[config.mk]
export PLATFORM = sky130hd
export DESIGN_NAME = capture_frame_deframer_core
export DESIGN_NICKNAME = d
export VERILOG_FILES = /design/src/design/cfd_pkg.sv /design/src/design/cfd_parse.sv /design/src/design/cfd_outq.sv /design/src/design/capture_frame_deframer_core.sv
export SDC_FILE = /design/constraint.sdc
export NUM_CORES = 2
export LEC_CHECK = 0
export BUFFER_PORTS_ARGS = -buffer_cell sky130_fd_sc_hd__buf_2
export CAP_MARGIN = 20
export CORE_UTILIZATION = 57
export DETAILED_ROUTE_END_ITERATION = 10
export GPL_TIMING_DRIVEN = 0
export PLACE_DENSITY = 0.77
export SLEW_MARGIN = 10
export SYNTH_ARGS = -nofsm -noshare
export SYNTH_HDL_FRONTEND = slang
export SYNTH_SLANG_ARGS = --single-unit
[constraint.sdc]
create_clock -name clk -period 7.2 [get_ports clk]
set_input_delay 0.36 -clock clk [delete_from_list [all_inputs] [get_ports clk]]
set_output_delay 0.36 -clock clk [all_outputs]
set_load 0.05 [all_outputs]
[src/design/cfd_pkg.sv]
`timescale 1ns / 1ps
// ----------------------------------------------------------------------------
// Capture frame deframer package
// Shared types, codes and sizing constants for the deframer blocks.
// ----------------------------------------------------------------------------
package cfd_pkg;

    localparam int MAX_DIM_DEF = 4096;
    localparam int FIFO_DEPTH  = 4;

    // Header layout, in words.
    localparam logic [3:0] HW_MAGIC     = 4'd0;
    localparam logic [3:0] HW_WIDTH     = 4'd2;
    localparam logic [3:0] HW_HEIGHT    = 4'd3;
    localparam logic [3:0] HW_STRIDE    = 4'd4;
    localparam logic [3:0] HW_FORMAT    = 4'd5;
    localparam logic [3:0] HW_PAYLOAD   = 4'd6;
    localparam logic [3:0] HW_PANEL_W   = 4'd7;
    localparam logic [3:0] HW_PANEL_H   = 4'd8;
    localparam logic [3:0] HDR_SHORT_LAST = 4'd6;
    localparam logic [3:0] HDR_LONG_LAST  = 4'd8;
    localparam logic [31:0] LONG_HDR_VERSION = 32'd2;

    typedef enum logic [1:0] {
        OP_BYTE    = 2'd0,
        OP_CONNECT = 2'd1,
        OP_STOP    = 2'd2
    } op_e;

    typedef enum logic [1:0] {
        K_PIXEL = 2'd0,
        K_FRAME = 2'd1,
        K_HELLO = 2'd2,
        K_DROP  = 2'd3
    } kind_e;

    typedef enum logic [2:0] {
        ERR_NONE      = 3'd0,
        ERR_HELLO_MAG = 3'd1,
        ERR_VERSION   = 3'd2,
        ERR_FRAME_MAG = 3'd3,
        ERR_HEADER    = 3'd4
    } err_e;

    typedef enum logic [2:0] {
        PH_IDLE       = 3'd0,
        PH_HELLO      = 3'd1,
        PH_HELLO_BAD  = 3'd2,
        PH_HEADER     = 3'd3,
        PH_HEADER_BAD = 3'd4,
        PH_DATA       = 3'd5,
        PH_PAD        = 3'd6
    } phase_e;

    typedef enum logic [1:0] {
        REG_HELLO_MAGIC = 2'd0,
        REG_FRAME_MAGIC = 2'd1,
        REG_MIN_VERSION = 2'd2,
        REG_MAX_VERSION = 2'd3
    } reg_e;

    typedef struct packed {
        logic [31:0] hello_magic;
        logic [31:0] frame_magic;
        logic [31:0] min_version;
        logic [31:0] max_version;
    } cfg_t;

    typedef struct packed {
        kind_e       kind;
        logic [7:0]  pixel_byte;
        logic [25:0] pixel_offset;
        logic [12:0] width;
        logic [12:0] height;
        logic [31:0] panel_width;
        logic [31:0] panel_height;
        logic [31:0] frame_number;
        err_e        error_code;
        logic        last;
    } result_t;

endpackage

[src/design/cfd_parse.sv]
`timescale 1ns / 1ps
// ----------------------------------------------------------------------------
// Deframer stream parser
// Assembles words, checks hello and headers, repacks rows, issues results.
// ----------------------------------------------------------------------------
module cfd_parse #(
    parameter int MAX_DIM = cfd_pkg::MAX_DIM_DEF
) (
    input  logic            clk,
    input  logic            rst_n,
    input  cfd_pkg::cfg_t   cfg,
    input  logic            take,
    input  logic [1:0]      op,
    input  logic [7:0]      data_byte,
    output logic [1:0]      res_count,
    output cfd_pkg::result_t res0,
    output cfd_pkg::result_t res1
);
    import cfd_pkg::*;

    localparam longint unsigned MAX_BYTES = 64'(MAX_DIM) * 64'(MAX_DIM) * 64'd4;
    localparam int DW = $clog2(MAX_DIM + 2);
    localparam int SW = $clog2(MAX_BYTES) + 1;
    localparam int OW = $clog2(MAX_BYTES);
    localparam logic [31:0] DIM_MAX = 32'(MAX_DIM);
    localparam logic [DW-1:0] DIM_SAT = DW'(MAX_DIM + 1);
    localparam logic [31:0] STRIDE_SAT = 32'((64'd1 << SW) - 64'd1);

    phase_e          phase_reg, phase_next;
    logic [23:0]     wbuf_reg, wbuf_next;
    logic [1:0]      biw_reg, biw_next;
    logic [3:0]      hidx_reg, hidx_next;
    logic            long_hdr_reg, long_hdr_next;
    logic [DW-1:0]   pwidth_reg, pwidth_next;
    logic [DW-1:0]   pheight_reg, pheight_next;
    logic [SW-1:0]   stride_reg, stride_next;
    logic            fmt_bad_reg, fmt_bad_next;
    logic [31:0]     payload_reg, payload_next;
    logic [31:0]     ppw_reg, ppw_next;
    logic [31:0]     pph_reg, pph_next;
    logic [SW-1:0]   col_reg, col_next;
    logic [DW-1:0]   row_reg, row_next;
    logic [OW-1:0]   woff_reg, woff_next;
    logic [DW-1:0]   live_w_reg, live_w_next;
    logic [DW-1:0]   live_h_reg, live_h_next;
    logic [31:0]     live_pw_reg, live_pw_next;
    logic [31:0]     live_ph_reg, live_ph_next;
    logic [31:0]     dcount_reg, dcount_next;
    logic [SW+DW-1:0] prod_reg;

    logic [31:0]     word;
    logic [SW-1:0]   tight;
    logic [SW-1:0]   col_inc;
    logic [DW-1:0]   row_inc;
    logic            row_done;
    logic [3:0]      hdr_last;
    logic [31:0]     ph_eff;
    logic [31:0]     payload_eff;
    logic            hdr_bad;
    logic [1:0]      n;
    result_t         r0, r1, fr, drop_r;

    assign word    = {data_byte, wbuf_reg};
    assign tight   = SW'({pwidth_reg, 2'b00});
    assign col_inc = col_reg + SW'(1);
    assign row_inc = row_reg + DW'(1);

    always_comb
    begin
        phase_next    = phase_reg;
        wbuf_next     = wbuf_reg;
        biw_next      = biw_reg;
        hidx_next     = hidx_reg;
        long_hdr_next = long_hdr_reg;
        pwidth_next   = pwidth_reg;
        pheight_next  = pheight_reg;
        stride_next   = stride_reg;
        fmt_bad_next  = fmt_bad_reg;
        payload_next  = payload_reg;
        ppw_next      = ppw_reg;
        pph_next      = pph_reg;
        col_next      = col_reg;
        row_next      = row_reg;
        woff_next     = woff_reg;
        live_w_next   = live_w_reg;
        live_h_next   = live_h_reg;
        live_pw_next  = live_pw_reg;
        live_ph_next  = live_ph_reg;
        dcount_next   = dcount_reg;
        row_done      = 1'b0;
        n             = 2'd0;
        r0            = '0;
        r1            = '0;
        fr            = '0;
        drop_r        = '0;
        drop_r.kind   = K_DROP;
        hdr_last      = long_hdr_reg ? HDR_LONG_LAST : HDR_SHORT_LAST;
        ph_eff        = (hidx_reg == HW_PANEL_H) ? word : pph_reg;
        payload_eff   = (hidx_reg == HW_PAYLOAD) ? word : payload_reg;
        hdr_bad = (pwidth_reg == '0) || (pheight_reg == '0)
               || (32'(pwidth_reg) > DIM_MAX) || (32'(pheight_reg) > DIM_MAX)
               || fmt_bad_reg || (stride_reg < tight)
               || (64'(payload_eff) != 64'(prod_reg))
               || (64'(payload_eff) > MAX_BYTES);

        if (take)
        begin
            case (op)
                OP_CONNECT:
                begin
                    phase_next = PH_HELLO;
                    biw_next   = 2'd0;
                    hidx_next  = 4'd0;
                end
                OP_STOP:
                begin
                    phase_next = PH_IDLE;
                end
                OP_BYTE:
                begin
                    case (phase_reg)
                        PH_IDLE:
                        begin
                        end
                        PH_DATA:
                        begin
                            r0.kind         = K_PIXEL;
                            r0.pixel_byte   = data_byte;
                            r0.pixel_offset = 26'(woff_reg);
                            n               = 2'd1;
                            woff_next       = woff_reg + OW'(1);
                            col_next        = col_inc;
                            if (col_inc >= tight)
                            begin
                                if (stride_reg == tight)
                                    row_done = 1'b1;
                                else
                                    phase_next = PH_PAD;
                            end
                        end
                        PH_PAD:
                        begin
                            col_next = col_inc;
                            if (col_inc >= stride_reg)
                                row_done = 1'b1;
                        end
                        default:
                        begin
                            if (biw_reg != 2'd3)
                            begin
                                wbuf_next[biw_reg*8 +: 8] = data_byte;
                                biw_next = biw_reg + 2'd1;
                            end
                            else
                            begin
                                biw_next  = 2'd0;
                                hidx_next = hidx_reg + 4'd1;
                                if (phase_reg inside {PH_HELLO, PH_HELLO_BAD})
                                begin
                                    if (hidx_reg == 4'd0)
                                    begin
                                        phase_next = (word == cfg.hello_magic)
                                                   ? PH_HELLO : PH_HELLO_BAD;
                                    end
                                    else if (phase_reg == PH_HELLO_BAD)
                                    begin
                                        phase_next = PH_IDLE;
                                        r0 = drop_r;
                                        r0.error_code = ERR_HELLO_MAG;
                                        n = 2'd1;
                                    end
                                    else if (word < cfg.min_version
                                             || word > cfg.max_version)
                                    begin
                                        phase_next = PH_IDLE;
                                        r0 = drop_r;
                                        r0.error_code = ERR_VERSION;
                                        n = 2'd1;
                                    end
                                    else
                                    begin
                                        long_hdr_next = (word >= LONG_HDR_VERSION);
                                        live_pw_next  = '0;
                                        live_ph_next  = '0;
                                        phase_next    = PH_HEADER;
                                        hidx_next     = 4'd0;
                                        r0.kind       = K_HELLO;
                                        n             = 2'd1;
                                    end
                                end
                                else
                                begin
                                    case (hidx_reg)
                                        HW_MAGIC:
                                            phase_next = (word == cfg.frame_magic)
                                                       ? PH_HEADER : PH_HEADER_BAD;
                                        HW_WIDTH:
                                            pwidth_next = (word > DIM_MAX)
                                                        ? DIM_SAT : DW'(word);
                                        HW_HEIGHT:
                                            pheight_next = (word > DIM_MAX)
                                                         ? DIM_SAT : DW'(word);
                                        HW_STRIDE:
                                            stride_next = (word > STRIDE_SAT)
                                                        ? '1 : SW'(word);
                                        HW_FORMAT:  fmt_bad_next = (word != '0);
                                        HW_PAYLOAD: payload_next = word;
                                        HW_PANEL_W: ppw_next = word;
                                        HW_PANEL_H: pph_next = word;
                                        default:
                                        begin
                                        end
                                    endcase
                                    if (hidx_reg == hdr_last)
                                    begin
                                        // Both panel values are kept only when both are known.
                                        if (!long_hdr_reg || ppw_reg == '0 || ph_eff == '0)
                                        begin
                                            ppw_next = '0;
                                            pph_next = '0;
                                        end
                                        if (phase_reg == PH_HEADER_BAD)
                                        begin
                                            phase_next = PH_IDLE;
                                            r0 = drop_r;
                                            r0.error_code = ERR_FRAME_MAG;
                                            n = 2'd1;
                                        end
                                        else if (hdr_bad)
                                        begin
                                            phase_next = PH_IDLE;
                                            r0 = drop_r;
                                            r0.error_code = ERR_HEADER;
                                            n = 2'd1;
                                        end
                                        else
                                        begin
                                            phase_next = PH_DATA;
                                            col_next   = '0;
                                            row_next   = '0;
                                            woff_next  = '0;
                                        end
                                    end
                                end
                            end
                        end
                    endcase
                end
                default:
                begin
                end
            endcase
        end

        if (row_done)
        begin
            col_next = '0;
            row_next = row_inc;
            if (row_inc < pheight_reg)
            begin
                phase_next = PH_DATA;
            end
            else
            begin
                live_w_next  = pwidth_reg;
                live_h_next  = pheight_reg;
                live_pw_next = ppw_reg;
                live_ph_next = pph_reg;
                dcount_next  = dcount_reg + 32'd1;
                phase_next   = PH_HEADER;
                biw_next     = 2'd0;
                hidx_next    = 4'd0;
                fr.kind         = K_FRAME;
                fr.width        = 13'(pwidth_reg);
                fr.height       = 13'(pheight_reg);
                fr.panel_width  = ppw_reg;
                fr.panel_height = pph_reg;
                fr.frame_number = dcount_reg + 32'd1;
                if (n == 2'd0)
                    r0 = fr;
                else
                    r1 = fr;
                n = n + 2'd1;
            end
        end

        if (n == 2'd1)
            r0.last = 1'b1;
        if (n == 2'd2)
            r1.last = 1'b1;
    end

    assign res_count = n;
    assign res0      = r0;
    assign res1      = r1;

    always_ff @(posedge clk or negedge rst_n)
    begin
        if (!rst_n)
        begin
            phase_reg    <= PH_IDLE;
            wbuf_reg     <= '0;
            biw_reg      <= '0;
            hidx_reg     <= '0;
            long_hdr_reg <= 1'b0;
            pwidth_reg   <= '0;
            pheight_reg  <= '0;
            stride_reg   <= '0;
            fmt_bad_reg  <= 1'b0;
            payload_reg  <= '0;
            ppw_reg      <= '0;
            pph_reg      <= '0;
            col_reg      <= '0;
            row_reg      <= '0;
            woff_reg     <= '0;
            live_w_reg   <= '0;
            live_h_reg   <= '0;
            live_pw_reg  <= '0;
            live_ph_reg  <= '0;
            dcount_reg   <= '0;
            prod_reg     <= '0;
        end
        else
        begin
            phase_reg    <= phase_next;
            wbuf_reg     <= wbuf_next;
            biw_reg      <= biw_next;
            hidx_reg     <= hidx_next;
            long_hdr_reg <= long_hdr_next;
            pwidth_reg   <= pwidth_next;
            pheight_reg  <= pheight_next;
            stride_reg   <= stride_next;
            fmt_bad_reg  <= fmt_bad_next;
            payload_reg  <= payload_next;
            ppw_reg      <= ppw_next;
            pph_reg      <= pph_next;
            col_reg      <= col_next;
            row_reg      <= row_next;
            woff_reg     <= woff_next;
            live_w_reg   <= live_w_next;
            live_h_reg   <= live_h_next;
            live_pw_reg  <= live_pw_next;
            live_ph_reg  <= live_ph_next;
            dcount_reg   <= dcount_next;
            // Stride and height arrive words before the payload size is judged,
            // so the registered product is settled by then.
            prod_reg     <= (SW+DW)'(stride_reg) * (SW+DW)'(pheight_reg);
        end
    end

    a_two_results: assert property (@(posedge clk) disable iff (!rst_n)
        (res_count == 2'd2) |-> (res0.kind == K_PIXEL && res1.kind == K_FRAME))
        else $error("two results must be a pixel then a publish");

    a_data_dims: assert property (@(posedge clk) disable iff (!rst_n)
        (phase_reg == PH_DATA || phase_reg == PH_PAD)
        |-> (pwidth_reg != '0 && pheight_reg != '0 && stride_reg >= tight))
        else $error("payload phase entered with an unchecked header");

    a_publish_count: assert property (@(posedge clk) disable iff (!rst_n)
        (res_count != 2'd0 && (res0.kind == K_FRAME || res1.kind == K_FRAME))
        |=> (dcount_reg == $past(dcount_reg) + 32'd1))
        else $error("publish did not advance the delivery counter");

endmodule

[src/design/cfd_outq.sv]
`timescale 1ns / 1ps
// ----------------------------------------------------------------------------
// Deframer result queue
// Small queue; takes up to two results a cycle, hands out one unless stalled.
// ----------------------------------------------------------------------------
module cfd_outq (
    input  logic             clk,
    input  logic             rst_n,
    input  logic [1:0]       push_count,
    input  cfd_pkg::result_t push0,
    input  cfd_pkg::result_t push1,
    output logic             full_for_two,
    output logic             out_valid,
    input  logic             out_stall,
    output cfd_pkg::result_t head
);
    import cfd_pkg::*;

    localparam int AW = $clog2(FIFO_DEPTH);
    localparam int CW = $clog2(FIFO_DEPTH + 1);

    result_t       mem_reg [FIFO_DEPTH];
    logic [AW-1:0] wr_ptr_reg, wr_ptr_next;
    logic [AW-1:0] rd_ptr_reg, rd_ptr_next;
    logic [CW-1:0] count_reg, count_next;
    logic          pop;
    logic [AW-1:0] wr_ptr_p1;

    assign pop          = out_valid && !out_stall;
    assign out_valid    = (count_reg != '0);
    assign head         = mem_reg[rd_ptr_reg];
    assign full_for_two = (count_reg > CW'(FIFO_DEPTH - 2));
    assign wr_ptr_p1    = wr_ptr_reg + AW'(1);

    always_comb
    begin
        wr_ptr_next = wr_ptr_reg + AW'(push_count);
        rd_ptr_next = pop ? rd_ptr_reg + AW'(1) : rd_ptr_reg;
        count_next  = count_reg + CW'(push_count) - CW'(pop);
    end

    always_ff @(posedge clk)
    begin
        if (push_count != 2'd0)
            mem_reg[wr_ptr_reg] <= push0;
        if (push_count == 2'd2)
            mem_reg[wr_ptr_p1] <= push1;
    end

    always_ff @(posedge clk or negedge rst_n)
    begin
        if (!rst_n)
        begin
            wr_ptr_reg <= '0;
            rd_ptr_reg <= '0;
            count_reg  <= '0;
        end
        else
        begin
            wr_ptr_reg <= wr_ptr_next;
            rd_ptr_reg <= rd_ptr_next;
            count_reg  <= count_next;
        end
    end

    a_no_overflow: assert property (@(posedge clk) disable iff (!rst_n)
        count_reg <= CW'(FIFO_DEPTH))
        else $error("result queue overflow");

    a_room_for_push: assert property (@(posedge clk) disable iff (!rst_n)
        (push_count != 2'd0) |-> (CW'(push_count) + count_reg <= CW'(FIFO_DEPTH)))
        else $error("results pushed without room");

    a_ptr_gap: assert property (@(posedge clk) disable iff (!rst_n)
        (count_reg != CW'(FIFO_DEPTH)) |-> (AW'(wr_ptr_reg - rd_ptr_reg) == AW'(count_reg)))
        else $error("queue pointers disagree with fill count");

endmodule

[src/design/capture_frame_deframer_core.sv]
`timescale 1ns / 1ps
// ----------------------------------------------------------------------------
// Capture frame deframer
// Parses a producer byte stream into hello, header and repacked pixel results.
// ----------------------------------------------------------------------------
//   Channel   Direction  Handshake            Carries
//   input     in         in_valid/in_stall    op, data_byte
//   result    out        out_valid/out_stall  result_kind .. last
//   config    in         cfg_we (no wait)     cfg_index, cfg_data
//
// One input request is taken every cycle unless stalled; its results (at most
// two) are written to a four-entry result queue at the same edge and can leave
// from the next cycle. The input stalls only while the queue has room for fewer
// than two results. Reset clears the parser to idle and the queue to empty;
// the registers return to their defaults. No clearing pass is needed.
// ----------------------------------------------------------------------------
module capture_frame_deframer_core #(
    parameter int MAX_DIM = cfd_pkg::MAX_DIM_DEF
) (
    input  logic        clk,
    input  logic        rst_n,
    input  logic        in_valid,
    output logic        in_stall,
    input  logic [1:0]  op,
    input  logic [7:0]  data_byte,
    output logic        out_valid,
    input  logic        out_stall,
    output logic [1:0]  result_kind,
    output logic [7:0]  pixel_byte,
    output logic [25:0] pixel_offset,
    output logic [12:0] out_width,
    output logic [12:0] out_height,
    output logic [31:0] out_panel_width,
    output logic [31:0] out_panel_height,
    output logic [31:0] frame_number,
    output logic [2:0]  error_code,
    output logic        last,
    input  logic        cfg_we,
    input  logic [1:0]  cfg_index,
    input  logic [31:0] cfg_data
);
    import cfd_pkg::*;

    cfg_t    cfg_reg;
    logic    take;
    logic [1:0] res_count;
    result_t res0, res1, head;

    assign take = in_valid && !in_stall;

    always_ff @(posedge clk or negedge rst_n)
    begin
        if (!rst_n)
        begin
            cfg_reg.hello_magic <= 32'h4252_5844;
            cfg_reg.frame_magic <= 32'd0;
            cfg_reg.min_version <= 32'd1;
            cfg_reg.max_version <= 32'd2;
        end
        else if (cfg_we)
        begin
            case (cfg_index)
                REG_HELLO_MAGIC: cfg_reg.hello_magic <= cfg_data;
                REG_FRAME_MAGIC: cfg_reg.frame_magic <= cfg_data;
                REG_MIN_VERSION: cfg_reg.min_version <= cfg_data;
                REG_MAX_VERSION: cfg_reg.max_version <= cfg_data;
                default:
                begin
                end
            endcase
        end
    end

    cfd_parse #(
        .MAX_DIM (MAX_DIM)
    ) u_parse (
        .clk       (clk),
        .rst_n     (rst_n),
        .cfg       (cfg_reg),
        .take      (take),
        .op        (op),
        .data_byte (data_byte),
        .res_count (res_count),
        .res0      (res0),
        .res1      (res1)
    );

    cfd_outq u_outq (
        .clk          (clk),
        .rst_n        (rst_n),
        .push_count   (res_count),
        .push0        (res0),
        .push1        (res1),
        .full_for_two (in_stall),
        .out_valid    (out_valid),
        .out_stall    (out_stall),
        .head         (head)
    );

    assign result_kind      = head.kind;
    assign pixel_byte       = head.pixel_byte;
    assign pixel_offset     = head.pixel_offset;
    assign out_width        = head.width;
    assign out_height       = head.height;
    assign out_panel_width  = head.panel_width;
    assign out_panel_height = head.panel_height;
    assign frame_number     = head.frame_number;
    assign error_code       = head.error_code;
    assign last             = head.last;

endmodule

# Yosys cells after proc, flatten, opt, wreduce, memory -nomap -nowiden
# Memory sizes are Yosys's and may differ from the RTL's.
# Index checks and enable logic that the tools add are counted.
# word_totals
ff_bits,457
mem_bits_rw,648
input_bits,49
out_inout_bits,164
word_cells,270
memories,1
# memory_table
name,words,width,rd,rd_clocked_by_memory_dff,wr,line_no,rtl
u_outq.mem_reg,4,162,1,0,2,cfd_outq.sv:22,result_t mem_reg [FIFO_DEPTH];
# classes
n_addsub,13
mul,1
n_lt_le_gt_ge,13
eq_ne,44
shifts,2
muxes,111
bitwise_logic,8
reduce_logical,53
# op_table
cell,count
162-bit 2-to-1 mux,14
27-bit 2-to-1 mux,9
32-bit 2-to-1 mux,7
161-bit 2-to-1 mux,1
13-bit 2-to-1 mux,10
26-bit 2-to-1 mux,5
126-bit 2-to-1 mux,1
36-bit one-hot mux with 2 select lines,1
32-bit equality test,2
32-bit by 27-bit greater-than comparator with 1-bit output (second input constant),2
32-bit zero test,2
27-bit one-hot mux with 2 select lines,1
26-bit one-hot mux with 2 select lines,1
3-bit 2-to-1 mux,15
27-bit by 13-bit multiplier with 40-bit output,1
4-bit 2-to-1 mux,10
32-bit by 40-bit inequality test with 1-bit output,1
5-bit negator with 34-bit output,1
8-bit by 34-bit variable shift with 24-bit output (first input constant),1
8-bit by 34-bit variable part select with 24-bit output,1
32-bit by 1-bit adder with 32-bit output (second input constant),1
32-bit by 2-bit >= comparator with 1-bit output (second input constant),1
32-bit by 13-bit greater-than comparator with 1-bit output (second input constant),1
32-bit greater-than comparator,1
59 further kinds,155

# Logic depth before layout (Yosys ltp)
# depth
word_depth,22
ltp_mapped,26
ltp_nobuf,23

# Modules after synthesis
# Synthesis repeated with hierarchy kept, for this count alone.
# hier_totals
cells_unflattened,5674
area_unflattened_um2,68400.6
# modules_own_cells
mod,instances,cells_each,area_each_um2,seq_area_each_um2
cfd_parse,1,3794,32217.1,8057.7
cfd_outq,1,1607,31417.6,19633.8
capture_frame_deframer_core,1,273,4765.8,3218.1

# Worst setup path after synthesis
# No wires, ideal clock.
# synth_timing
path_type,register to register
start,register u_parse.hidx_reg[0]
end,"memory u_outq.mem_reg[2][0] in the netlist's numbering, enable pin"
t_arrival_ns,7.068
t_required_ns,6.712
slack_ns,-0.356
stages_incl_launch_ff,22
path_buffers,6
period_less_slack_ns,7.556
cell_sequence,dfrtp_1 inv_1 ha_1 and3b_1 clkbuf_1 buf_2 buf_2 o2111ai_1 a2111oi_0 nand4_1 nor4b_2 o21ai_1 a21oi_2 buf_4 inv_1 ha_1 inv_1 nand2_1 or3_1 clkbuf_1 clkbuf_1 nand2_1
# synth_lines
item,line_no,rtl
start: declaration,cfd_parse.sv:32,"logic [3:0] hidx_reg, hidx_next;"
start signal: assignment,cfd_parse.sv:328,hidx_reg <= hidx_next;
end: declaration,cfd_outq.sv:22,

==> run metrics <==
status completed; Int Power 0.0110 W; via count approximately 46000; Tcrit/Tclk final a little over nine tenths; CP Class reg -> reg; top_reg_cell synth edfxtp_1; Mapped Nets 6193; LEAKAGE between 30 and 40 nW; Worst path depth 23; Mean Syn Cell Area 11.0 µm²; worst reg2reg endpoint u_outq.mem_reg[1][61]$_DFFE_PP_; total grt overflow 0; Top Family by Delay on Critical Path buffers and inverters; Max-Cap Viols 0; Worst slew margin about 17%; initial antenna violation count 6; DR DRC count 0; Crit. End Element flop; clock slew at reported path FFs ~0.07 ns; DRT Wirelength about 180000 µm; worst-path fanout max 60; routed len/inst between 20 and 25 µm; first-pass detailed-route iteration total 8; Seq/Total Area, Yosys approximately 47%; Num CTS Buffers 111; die area ~110000 µm²; Rows 120; Clock Power Share slightly below 40%; clock buffer depth 3; depth of the worst register-to-register path 23; maximum vdd drop just over 200 µV; FMAX between 100 and 150 MHz; vias in the first global route between 40000 and 50000; vias per cell 6.09; H-tree Lvls 3; first-pass GRT wire length 272000 µm; CTS Root Cell clkbuf_16; I/O pins around 210; CTS Sinks about 1100; Iter 0 DRT Violations a little over 5000; Layout area overhead 12.0%; CP Cell Sequence inv_1, ha_1, and3b_1, clkbuf_1, buf_2, buf_2, o2111ai_1, a2111oi_1, nand4_1, nor4b_4, buf_4, o21ai_1, a21oi_2, buf_4, inv_1, ha_1, inv_1, nand2_1, or3_1, clkbuf_1, clkbuf_2, nand2_8, buf_16; CP max stage delay 0.52 ns; number of flip-flops in the largest register approximately 650; Synth async-reset ratio ~41%; share of cells above drive strength 1 roughly 14%; dpl cells 7270; Reg2Reg Setup Slack between 0.2 and 0.25 ns; Flop pwr share 45.7%; switching share of power 27.2%; Critical Path AT 7.33 ns; Final Instance Area about 70000 µm²; Tightest Pin Transition ~1.2 ns; detailed placer's ending HPWL 128000 µm; Pwr per Cell Area 216 nW/µm²; Mapped Area 62300 µm²; Hold Fails Final Rpt 0; Antenna Nets Post-Route 0; Worst R2R Start u_parse.hidx_reg[0]$_DFF_PN0_; Gate power share roughly 15%; RD Place Congestion 0.986; fin cells between 7000 and 8000; Post-Synthesis Cells approximately 5600; NetSw slightly above 0.004 W; largest net degree at the start of global routing 100; flops & latches, synth between 1000 and 1500; power consumption between 0.015 and 0.02 W; Post-DP Area about 66000 µm²; DIE WIDTH between 300 and 400 µm; Worst Hold Class in -> reg; Core Footprint 108000 µm²; Crit path top cell by count inv_1; Total GRT Usage roughly a third; Skew-Pair Late Insertion Delay about 0.73 ns; slowest cell on the critical path a2111oi_1; Worst setup endpoint u_outq.mem_reg[1][61]$_DFFE_PP_; Final #Nets 6572; CTS tree done; initial core utilization between 50% and 60%; startpoint types flop; Worst Setup SP u_parse.hidx_reg[0]$_DFF_PN0_; endpoints failing setup 0; worst endpoint required time 7.56 ns; number of synthesized flops with an enable pin between 400 and 500; Buf+Inv Stages, Crit Path 11; final clock skew about 0.037 ns; fin crit period about 7.0 ns; Die Ht approximately 330 µm; YS warnings 0; IO buf count 212; Slew Viols, Final 0; post-synth cell types 85; Fillers between 8000 and 9000
through the flow:
| stage | setup WS, ns | setup TNS [ns] | hold slack [ns] | utilization, % |
|---|---|---|---|---|
| after CTS | 0.00421 | 0 | 0.00280 | 64.7 |
| after floorplan | 0.815 | 0 | 0.0644 | - |
| final | 0.235 | 0 | 0.0483 | 64.8 |
| after detailed placement | -0.374 | -95.61 | 0.320 | 60.9 |
| after global placement | -3.80 | -2735.70 | 0.440 | 60.5 |
| after global routing | -0.0201 | -0.0402 | 0.0195 | 64.8 |
area by class of cell:
class                      instances  area [µm²]  share of cell area [%]
clock inverter                    54         643                   0.922
inverter                         485        1820                    2.62
buffer                           343        1590                    2.28
timing repair buffer             265        1770                    2.54
clock buffer                     157        3090                    4.43
antenna                            1        2.50                 0.00359
sequential                      1105       29400                    42.2
tap                             1403        1760                    2.52
multi-input combinational       3705       29600                    42.5
cells in the mapped netlist, drive strengths merged, types with 65 or more instances:
master	number	area, µm²
nor3	110	551
inv	476	1790
dfrtp	445	11100
mux2i	172	1720
a22o	65	569
buf	124	733
nand2	717	2690
nor2	752	2820
fa	276	5530
edfxtp	496	14900
mux2	163	1840
ha	231	2890
a21oi	125	633
clkbuf	220	826
dfxtp	152	3040
nand4	65	413
mux4	162	3650
xnor2	188	1650
o21ai	140	701
metal layers:
metal  wire length, µm  track usage, %  vias to the layer above
met5                27               0                        -
met1             69200            43.8                    22900
met3             17100            5.63                      428
met4              8760            14.7                        4
li1                  -               -                    20000
met2             83400            50.9                     2383
cell usage in the layout, fill, tap and decap left out, types with 25 or more instances in the layout:
master | netlist | routed
buf_2 | 31 | 244
buf_1 | 44 | 40
and2_1 | 29 | 29
o21ai_0 | 136 | 135
mux2_2 | 163 | 163
nor2_1 | 752 | 752
nand3_1 | 54 | 54
nand2_1 | 717 | 713
clkbuf_2 | 0 | 25
a22o_1 | 65 | 65
nor4_1 | 60 | 60
xnor2_1 | 188 | 188
edfxtp_1 | 496 | 496
and3_1 | 30 | 30
dfxtp_1 | 152 | 152
a21oi_1 | 123 | 122
a21o_1 | 44 | 44
buf_4 | 37 | 39
dlygate4sd3_1 | 0 | 32
mux4_2 | 162 | 162
inv_1 | 476 | 476
nand4_1 | 64 | 64
nor2b_1 | 30 | 30
xor2_1 | 53 | 53
fa_1 | 276 | 276
clkbuf_1 | 220 | 229
dfrtp_1 | 445 | 444
mux2i_1 | 172 | 172
nor3_1 | 110 | 110
clkbuf_16 | 0 | 112
ha_1 | 231 | 231
kinds of logic after synthesis:
group / after synthesis / synth area share [%]
compound gates: 525 / 5.51
xor+xnor: 241 / 3.39
fa+ha+maj: 507 / 13.5
buf+inv: 829 / 5.43
flops: 1105 / 47.2
mux: 497 / 11.6
simple gates: 1933 / 13.4
power by group through the flow:
| stage | Sequential, W | Clock, W | Combinational [W] |
|---|---|---|---|
| after floorplan | 0.00695 | 0 | 0.00153 |
| after global placement | 0.00699 | 0 | 0.00215 |
| after detailed placement | 0.00699 | 0 | 0.00221 |
| after CTS | 0.00687 | 0.00597 | 0.00224 |
| after global routing | 0.00689 | 0.00620 | 0.00240 |
| final | 0.00687 | 0.00593 | 0.00224 |
repair_timing:
item | in CTS | in global routing
hold buffers | 32 | 0
endpoints found under the hold margin | 205 | 0
gates cloned | 2 | 1
endpoints found under the setup margin | 374 | 519
buffers inserted | 2 | 0
gates resized for setup | 14 | 32
pin swaps | 3 | 2
worst min path at each step:
stage	cells after the start	endpoint	from
global route	2	cfg_reg[35]$_DFFE_PN0P_	cfg_data[3]
finish	2	cfg_reg[99]$_DFFE_PN0P_	cfg_data[3]
global placement	2	u_outq.mem_reg[0][151]$_SDFFE_PP0P_	u_outq.mem_reg[0][151]$_SDFFE_PP0P_
detailed placement	1	cfg_reg[57]$_DFFE_PN0P_	rst_n
floorplan	0	cfg_reg[0]$_DFFE_PN0P_	rst_n
CTS	2	cfg_reg[3]$_DFFE_PN0P_	cfg_data[3]
Power figures use the tool's default switching activity.
